**src/leb_pkg.sv**
```systemverilog
// Shared types and constants for the line edit buffer.
package leb_pkg;

	localparam int CHAR_W      = 8;
	localparam int CMD_W       = 3;
	localparam int MAX_OUT_W   = 7;
	localparam logic [MAX_OUT_W-1:0] MAX_OUT_RESET = 7'd64;

	// Decoded key commands.
	typedef enum logic [CMD_W-1:0] {
		CMD_INSERT    = 3'd0,
		CMD_LEFT      = 3'd1,
		CMD_RIGHT     = 3'd2,
		CMD_HOME      = 3'd3,
		CMD_END       = 3'd4,
		CMD_BACKSPACE = 3'd5,
		CMD_DELETE    = 3'd6,
		CMD_ENTER     = 3'd7
	} leb_cmd_t;

	// Sequencer states.
	typedef enum logic [2:0] {
		ST_IDLE,
		ST_SH_RD,
		ST_SH_WR,
		ST_INS_PUT,
		ST_DEL_FIN,
		ST_EM_RD,
		ST_EM_OUT,
		ST_TERM
	} leb_state_t;

	// Output status from the sequencer to the stream port.
	typedef struct packed {
		logic                 valid;
		logic                 last;
		logic [MAX_OUT_W-1:0] length;
	} leb_out_t;

endpackage

```
**src/leb_line_ram.sv**
```systemverilog
// Character store: one write port and one read port with registered read data.
module leb_line_ram
	import leb_pkg::*;
#(
	parameter int DEPTH = 63,
	parameter int AW    = 6
) (
	input  logic              clk,
	input  logic              wr_en,
	input  logic [AW-1:0]     wr_addr,
	input  logic [CHAR_W-1:0] wr_data,
	input  logic              rd_en,
	input  logic [AW-1:0]     rd_addr,
	output logic [CHAR_W-1:0] rd_data
);

	logic [CHAR_W-1:0] mem_q [DEPTH];

	// Write port.
	always_ff @(posedge clk) begin
		if (wr_en) begin
			mem_q[wr_addr] <= wr_data;
		end
	end

	// Read port; the data holds while no read is issued.
	always_ff @(posedge clk) begin
		if (rd_en) begin
			rd_data <= mem_q[rd_addr];
		end
	end

endmodule

```
**src/leb_edit_seq.sv**
```systemverilog
// Edit sequencer: cursor and fill state, shared index stepper and the shift/emit loops.
module leb_edit_seq
	import leb_pkg::*;
#(
	parameter int CAP = 63,
	parameter int IW  = 6,
	parameter int AW  = 6
) (
	input  logic                 clk,
	input  logic                 arst_n,
	input  logic                 in_valid,
	output logic                 in_ready,
	input  leb_cmd_t             in_cmd,
	input  logic [CHAR_W-1:0]    in_char,
	input  logic [MAX_OUT_W-1:0] emit_limit,
	input  logic                 out_ready,
	output leb_out_t             out_ctl,
	output logic                 wr_en,
	output logic [AW-1:0]        wr_addr,
	output logic [CHAR_W-1:0]    wr_data,
	output logic                 rd_en,
	output logic [AW-1:0]        rd_addr,
	input  logic [CHAR_W-1:0]    rd_data
);

	localparam logic [IW-1:0] CAP_W = IW'(CAP);

	leb_state_t        state_q, state_d;
	logic [IW-1:0]     idx_q, stop_q, cursor_q, fill_q;
	logic              dir_q;
	logic [CHAR_W-1:0] char_q;

	logic              accept;
	logic [IW-1:0]     nxt;
	logic              at_stop_nxt;
	logic [IW-1:0]     emit_len;
	logic              can_ins;
	logic              bs_ok;
	logic              del_ok;
	logic [IW-1:0]     del_cur;
	logic [IW-1:0]     fill_m1;

	assign accept = in_valid && in_ready;

	// Shared index stepper: one add or subtract and one compare.
	assign nxt         = dir_q ? (idx_q + IW'(1)) : (idx_q - IW'(1));
	assign at_stop_nxt = (nxt == stop_q);

	// Command decode helpers.
	assign fill_m1  = fill_q - IW'(1);
	assign can_ins  = (fill_q < CAP_W);
	assign bs_ok    = (cursor_q != '0);
	assign del_ok   = (cursor_q < fill_q);
	assign del_cur  = (in_cmd == CMD_BACKSPACE) ? (cursor_q - IW'(1)) : cursor_q;
	assign emit_len = (MAX_OUT_W'(fill_q) < emit_limit) ? fill_q : emit_limit[IW-1:0];

	// Next-state logic.
	always_comb begin
		state_d = state_q;
		case (state_q)
			ST_IDLE: begin
				if (accept) begin
					case (in_cmd)
						CMD_INSERT: begin
							if (can_ins) begin
								state_d = (fill_q == cursor_q) ? ST_INS_PUT : ST_SH_RD;
							end
						end
						CMD_BACKSPACE, CMD_DELETE: begin
							if ((in_cmd == CMD_BACKSPACE) ? bs_ok : del_ok) begin
								state_d = (del_cur == fill_m1) ? ST_DEL_FIN : ST_SH_RD;
							end
						end
						CMD_ENTER: state_d = ST_EM_RD;
						default:   state_d = ST_IDLE;
					endcase
				end
			end
			ST_SH_RD: state_d = ST_SH_WR;
			ST_SH_WR: begin
				if (at_stop_nxt) begin
					state_d = dir_q ? ST_DEL_FIN : ST_INS_PUT;
				end else begin
					state_d = ST_SH_RD;
				end
			end
			ST_INS_PUT: state_d = ST_IDLE;
			ST_DEL_FIN: state_d = ST_IDLE;
			ST_EM_RD:   state_d = (idx_q == stop_q) ? ST_TERM : ST_EM_OUT;
			ST_EM_OUT: begin
				if (out_ready) begin
					state_d = ST_EM_RD;
				end
			end
			ST_TERM: begin
				if (out_ready) begin
					state_d = ST_IDLE;
				end
			end
			default: state_d = ST_IDLE;
		endcase
	end

	// Output logic: handshake, memory ports and output status.
	always_comb begin
		in_ready       = 1'b0;
		wr_en          = 1'b0;
		wr_addr        = idx_q[AW-1:0];
		wr_data        = rd_data;
		rd_en          = 1'b0;
		rd_addr        = nxt[AW-1:0];
		out_ctl.valid  = 1'b0;
		out_ctl.last   = 1'b0;
		out_ctl.length = '0;
		case (state_q)
			ST_IDLE:  in_ready = 1'b1;
			ST_SH_RD: rd_en = 1'b1;
			ST_SH_WR: wr_en = 1'b1;
			ST_INS_PUT: begin
				wr_en   = 1'b1;
				wr_addr = cursor_q[AW-1:0];
				wr_data = char_q;
			end
			ST_EM_RD: begin
				rd_en   = (idx_q != stop_q);
				rd_addr = idx_q[AW-1:0];
			end
			ST_EM_OUT: out_ctl.valid = 1'b1;
			ST_TERM: begin
				out_ctl.valid  = 1'b1;
				out_ctl.last   = 1'b1;
				out_ctl.length = MAX_OUT_W'(idx_q) + MAX_OUT_W'(1);
			end
			default: in_ready = 1'b0;
		endcase
	end

	// State register.
	always_ff @(posedge clk or negedge arst_n) begin
		if (!arst_n) begin
			state_q <= ST_IDLE;
		end else begin
			state_q <= state_d;
		end
	end

	// Cursor, fill count and loop registers.
	always_ff @(posedge clk or negedge arst_n) begin
		if (!arst_n) begin
			cursor_q <= '0;
			fill_q   <= '0;
			idx_q    <= '0;
			stop_q   <= '0;
			dir_q    <= 1'b0;
		end else begin
			case (state_q)
				ST_IDLE: begin
					if (accept) begin
						case (in_cmd)
							CMD_INSERT: begin
								dir_q  <= 1'b0;
								idx_q  <= fill_q;
								stop_q <= cursor_q;
							end
							CMD_LEFT: begin
								if (bs_ok) begin
									cursor_q <= cursor_q - IW'(1);
								end
							end
							CMD_RIGHT: begin
								if (del_ok) begin
									cursor_q <= cursor_q + IW'(1);
								end
							end
							CMD_HOME: cursor_q <= '0;
							CMD_END:  cursor_q <= fill_q;
							CMD_BACKSPACE, CMD_DELETE: begin
								// The cursor only steps back when there is something to remove.
								if ((in_cmd == CMD_BACKSPACE) ? bs_ok : del_ok) begin
									cursor_q <= del_cur;
								end
								dir_q    <= 1'b1;
								idx_q    <= del_cur;
								stop_q   <= fill_m1;
							end
							CMD_ENTER: begin
								dir_q  <= 1'b1;
								idx_q  <= '0;
								stop_q <= emit_len;
							end
							default: dir_q <= dir_q;
						endcase
					end
				end
				ST_SH_WR: idx_q <= nxt;
				ST_INS_PUT: begin
					cursor_q <= cursor_q + IW'(1);
					fill_q   <= fill_q + IW'(1);
				end
				ST_DEL_FIN: fill_q <= fill_m1;
				ST_EM_OUT: begin
					if (out_ready) begin
						idx_q <= nxt;
					end
				end
				ST_TERM: begin
					if (out_ready) begin
						cursor_q <= '0;
						fill_q   <= '0;
					end
				end
				default: dir_q <= dir_q;
			endcase
		end
	end

	// Character held for the insert write.
	always_ff @(posedge clk) begin
		if (accept) begin
			char_q <= in_char;
		end
	end

endmodule

```
**src/line_edit_buffer.sv**
```systemverilog
// Line edit buffer top level: stream ports, output room register and the sequencer.
//
// The block holds one editable text line of up to LINE_CAPACITY characters with a cursor and
// takes one decoded key command per input transaction (s_tuser holds the command, s_tdata the
// character for insert). A cursor move is done at acceptance. Every shift step goes
// through the character RAM as a registered read followed by a write: an insert moves
// the characters from the cursor on up by one and writes the new one; a delete or
// backspace moves the characters behind the removed one down by one and lowers the fill.
// Enter emits the stored line, cut to the output room less one, one character per output
// transaction, then a terminator with tlast set and the emitted length plus one. The input
// is not ready while a command is being worked on. The output room register may be written
// at any time through the cfg channel and is applied at the next enter.
module line_edit_buffer
	import leb_pkg::*;
#(
	parameter int LINE_CAPACITY = 63
) (
	input  logic                 clk,
	input  logic                 arst_n,
	// Command stream.
	input  logic                 s_tvalid,
	output logic                 s_tready,
	input  logic [CHAR_W-1:0]    s_tdata,   // [7:0] char_code
	input  logic [CMD_W-1:0]     s_tuser,   // [2:0] command
	// Emitted line stream.
	output logic                 m_tvalid,
	input  logic                 m_tready,
	output logic [15:0]          m_tdata,   // [7:0] out_char, [14:8] line_length, [15] zero
	output logic                 m_tlast,   // is_last
	// Output room register write.
	input  logic                 cfg_valid,
	output logic                 cfg_ready,
	input  logic [MAX_OUT_W-1:0] cfg_data
);

	localparam int IW = $clog2(LINE_CAPACITY + 1);
	localparam int AW = (LINE_CAPACITY > 1) ? $clog2(LINE_CAPACITY) : 1;

	logic [MAX_OUT_W-1:0] max_line_out_q;
	logic [MAX_OUT_W-1:0] emit_limit;
	leb_out_t             out_ctl;
	logic                 wr_en, rd_en;
	logic [AW-1:0]        wr_addr, rd_addr;
	logic [CHAR_W-1:0]    wr_data, rd_data;

	// Output room register; always ready for a write.
	assign cfg_ready = 1'b1;

	always_ff @(posedge clk or negedge arst_n) begin
		if (!arst_n) begin
			max_line_out_q <= MAX_OUT_RESET;
		end else if (cfg_valid && cfg_ready) begin
			max_line_out_q <= cfg_data;
		end
	end

	// Character limit: room minus the terminator, zero room acts as one.
	assign emit_limit = (max_line_out_q == '0) ? '0 : (max_line_out_q - MAX_OUT_W'(1));

	leb_edit_seq #(
		.CAP (LINE_CAPACITY),
		.IW  (IW),
		.AW  (AW)
	) u_seq (
		.clk        (clk),
		.arst_n     (arst_n),
		.in_valid   (s_tvalid),
		.in_ready   (s_tready),
		.in_cmd     (leb_cmd_t'(s_tuser)),
		.in_char    (s_tdata),
		.emit_limit (emit_limit),
		.out_ready  (m_tready),
		.out_ctl    (out_ctl),
		.wr_en      (wr_en),
		.wr_addr    (wr_addr),
		.wr_data    (wr_data),
		.rd_en      (rd_en),
		.rd_addr    (rd_addr),
		.rd_data    (rd_data)
	);

	leb_line_ram #(
		.DEPTH (LINE_CAPACITY),
		.AW    (AW)
	) u_ram (
		.clk     (clk),
		.wr_en   (wr_en),
		.wr_addr (wr_addr),
		.wr_data (wr_data),
		.rd_en   (rd_en),
		.rd_addr (rd_addr),
		.rd_data (rd_data)
	);

	// Output packing: the character comes straight from the RAM read register.
	assign m_tvalid       = out_ctl.valid;
	assign m_tlast        = out_ctl.last;
	assign m_tdata[7:0]   = out_ctl.last ? '0 : rd_data;
	assign m_tdata[14:8]  = out_ctl.length;
	assign m_tdata[15]    = 1'b0;

endmodule

```
**config.mk**
```make
export PLATFORM = sky130hd
export DESIGN_NAME = line_edit_buffer
export DESIGN_NICKNAME = d
export VERILOG_FILES = /design/src/leb_pkg.sv /design/src/leb_line_ram.sv /design/src/leb_edit_seq.sv /design/src/line_edit_buffer.sv
export SDC_FILE = /design/constraint.sdc
export NUM_CORES = 1
export LEC_CHECK = 0
export ABC_AREA = 1
export BUFFER_PORTS_ARGS = -buffer_cell sky130_fd_sc_hd__buf_2
export CELL_PAD_IN_SITES_DETAIL_PLACEMENT = 1
export CELL_PAD_IN_SITES_GLOBAL_PLACEMENT = 1
export CORE_ASPECT_RATIO = 1.2
export CORE_MARGIN = 2
export CORE_UTILIZATION = 36
export CTS_CLUSTER_SIZE = 28
export DETAILED_ROUTE_END_ITERATION = 7
export GPL_ROUTABILITY_DRIVEN = 1
export PLACE_DENSITY = 0.68
export REMOVE_ABC_BUFFERS = 1
export SLEW_MARGIN = 15
export SYNTH_ARGS = -nofsm -noshare
export SYNTH_HDL_FRONTEND = slang
export SYNTH_SLANG_ARGS = --single-unit
export TNS_END_PERCENT = 20
```
**constraint.sdc**
```tcl
create_clock -name clk -period 6.7 [get_ports clk]
set_input_delay 0.67 -clock clk [delete_from_list [all_inputs] [get_ports clk]]
set_output_delay 0.67 -clock clk [all_outputs]
set_load 0.02 [all_outputs]
```
==> flow_summary.json <==
{
  "outcome": "completed",
  "synth-edff-count": 520,
  "initial_core_util": 0.3628,
  "wirelength_mm": 76.50,
  "gr-total-overflow": 0,
  "drc": 0,
  "core_area_um2": 70960,
  "first_global_vias": 19280,
  "path_class": "reg -> reg",
  "min_path_type": "in -> async",
  "critPathCaptureType": "flip-flop",
  "cts_tree": "yes",
  "regArea_um2": 16490,
  "die_x_um": 248.1,
  "clock_latency_ps": 660,
  "antenna_found_initial": 1,
  "wl_per_cell_um": 22.05,
  "finClkSkew_ps": 50.36,
  "drive_gt1_frac": 0.06963,
  "die_y_um": 297.0,
  "synthesis.area_um2": 25750,
  "grt_setup_unrepaired": "false",
  "synth_area_leaders": "edfxtp_1, nand2_1, nand3_1",
  "setup_violations": 0,
  "area_growth_pct": 11.05,
  "drv_slew": 0,
  "vias": 18660,
  "timing_hold_violations_final": 0,
  "rows": 107,
  "multi_input_area_um2": 7396,
  "die_area_um2": 73680,
  "postCtsSetupRepairBufs": 0,
  "cts_made_buffers": 56,
  "yosys.area.top_type": "edfxtp_1",
  "dpl.hpwl_mm": 47.86,
  "crit_fanout": 128,
  "syn_area_per_cell_um2": 10.31,
  "worst_pin_slew_ps": 1305,
  "first_pass_iters": 5,
  "cp.arrival_ps": 4700,
  "path_clk_slew_ps": 70,
  "syn_inst": 2497,
  "synth-seq-area-share": 0.6406,
  "synth_common_cells": "nand2_1, edfxtp_1, nand3_1",
  "hold_buffers": 0,
  "cts_root_buffer": "clkbuf_16",
  "nFillCells": 7874,
  "finalSetupTns_ps": 0,
  "async_flop_share": 0.06306,
  "gp_congestion": 0.9387,
  "cts.sinks": 555,
  "cts_resized": 0,
  "antenna_left": 0,
  "yosys_warnings": 0,
  "critical_path.startpoint_type": "flip-flop",
  "synth_flop_cell": "edfxtp_1",
  "drt_iter0_drc": 1274,
  "grt_start_max_net_pins": 236,
  "viasPerCell": 5.380,
  "yosysMostFrequentCell": "nand2_1",
  "synth_seq_cells": 555,
  "portBuffers": 40,
  "synth_cell_types": 44,
  "critPathRequiredTime_ps": 7080,
  "relSlewSlack": 0.1300,
  "nets": 2543,
  "period_needed_ps": 4325,
  "fmax_ghz": 0.2312,
  "h-tree-depth": 2,
  "drv_cap": 0,
  "cts_buffer_depth": 3,
  "synth_top_area_frac": 0.6065,
  "grt_pass1_wl_mm": 116.6,
  "boundaryPins": 43,
  "grtUsageTotal": 0.2070,
  "period_share": 0.6455
}
per-stage QoR:
| step | hold WS (ps) | cells | util | area (um2) | worst slack (ps) |
|---|---|---|---|---|---|
| finish | 154.3 | 3469 | 0.4029 | 28590 | 2375 |
| global route | 182.6 | 3469 | 0.4029 | 28590 | 2105 |
| CTS | 166.2 | 3468 | 0.4029 | 28590 | 2482 |
| detailed placement | 533.7 | 3364 | 0.3757 | 26660 | 2481 |
| global placement | 522.6 | 3364 | 0.3757 | 26660 | 2520 |
| floorplan | 374.4 | 2373 | - | 25040 | 1069 |
logic make-up after synthesis:
logic type | share of synthesized area
DFF | 0.6406
xor gates and xnor gates | 0.003062
other | 0.0002917
AOI/OAI and AO/OA | 0.08422
adders and majority gates | 0.01196
buffers and inverters | 0.07377
and+or+nand+nor | 0.1861
state kept, by name, indices dropped and copies added, names as in the netlist:
register	count
max_line_out_q	7
u_ram.mem_q	504
u_ram.rd_data	8
u_seq.char_q	8
u_seq.cursor_q	6
u_seq.dir_q	1
u_seq.fill_q	6
u_seq.idx_q	6
u_seq.state_q	3
u_seq.stop_q	6
critical path: stages, from the launching register on:
cell and delay, ps:
dfrtp_1 460, inv_2 130, nand3_2 360, inv_1 270, nand2_4 170, nand2_8 510, buf_4 880, nand2_1 130
o211ai_1 130, nand3_1 120, nand3_1 220, nand3_1 230, nand3_1 170, nand2_1 60
cell type report:
type,instances,area share
Inverter,319,0.04197
Clock inverter,39,0.01650
Sequential cell,555,0.5769
Clock buffer,65,0.05094
Tap cell,926,0.04053
Timing Repair Buffer,65,0.01444
Multi-Input combinational cell,1499,0.2587
Antenna cell,1,0.00008753
routing by layer:
metal / GRT usage / share of wire
met5: 0 / 0
met2: 0.3478 / 0.49
met4: 0.07639 / 0.035
met1: 0.2722 / 0.42
met3: 0.02657 / 0.051
final timing paths:
path / depth (start not counted) / startpoint / slack [ps] / to
setup / recovery: 13 / u_seq.state_q[1] / 2370 / u_ram.rd_data[6]
hold / removal: 1 / arst_n / 150 / u_seq.idx_q[5]
setup reg to reg: 13 / u_seq.state_q[1] / 2370 / u_ram.rd_data[6]
hold reg to reg: 2 / max_line_out_q[6] / 540 / max_line_out_q[6]
max in group asynchronous: 1 / arst_n / 5910 / max_line_out_q[2]
min in group clk: 1 / s_tdata[3] / 200 / u_seq.char_q[3]
cells in the final DEF, fill, tap and decap left out, types with 9 or more instances in the layout:
cell type | netlist | routed
clkbuf_16 | 0 | 57
a21oi_1 | 58 | 58
buf_4 | 18 | 23
buf_2 | 57 | 40
bufinv_16 | 0 | 9
clkinv_2 | 0 | 11
edfxtp_1 | 520 | 520
nor4_1 | 9 | 9
nand3b_1 | 9 | 9
nand2_1 | 620 | 612
ha_1 | 23 | 23
inv_1 | 312 | 312
o211ai_1 | 157 | 157
o21ai_0 | 85 | 85
clkinv_1 | 4 | 16
nor2_1 | 116 | 115
o21ai_1 | 28 | 27
nand3_1 | 326 | 326
nand4_1 | 19 | 19
nand2_2 | 2 | 10
dfrtp_1 | 34 | 34
nor3_1 | 9 | 9
Power is not shown: default switching activity piles up to over one toggle a cycle in this logic, so the estimate is an artifact.
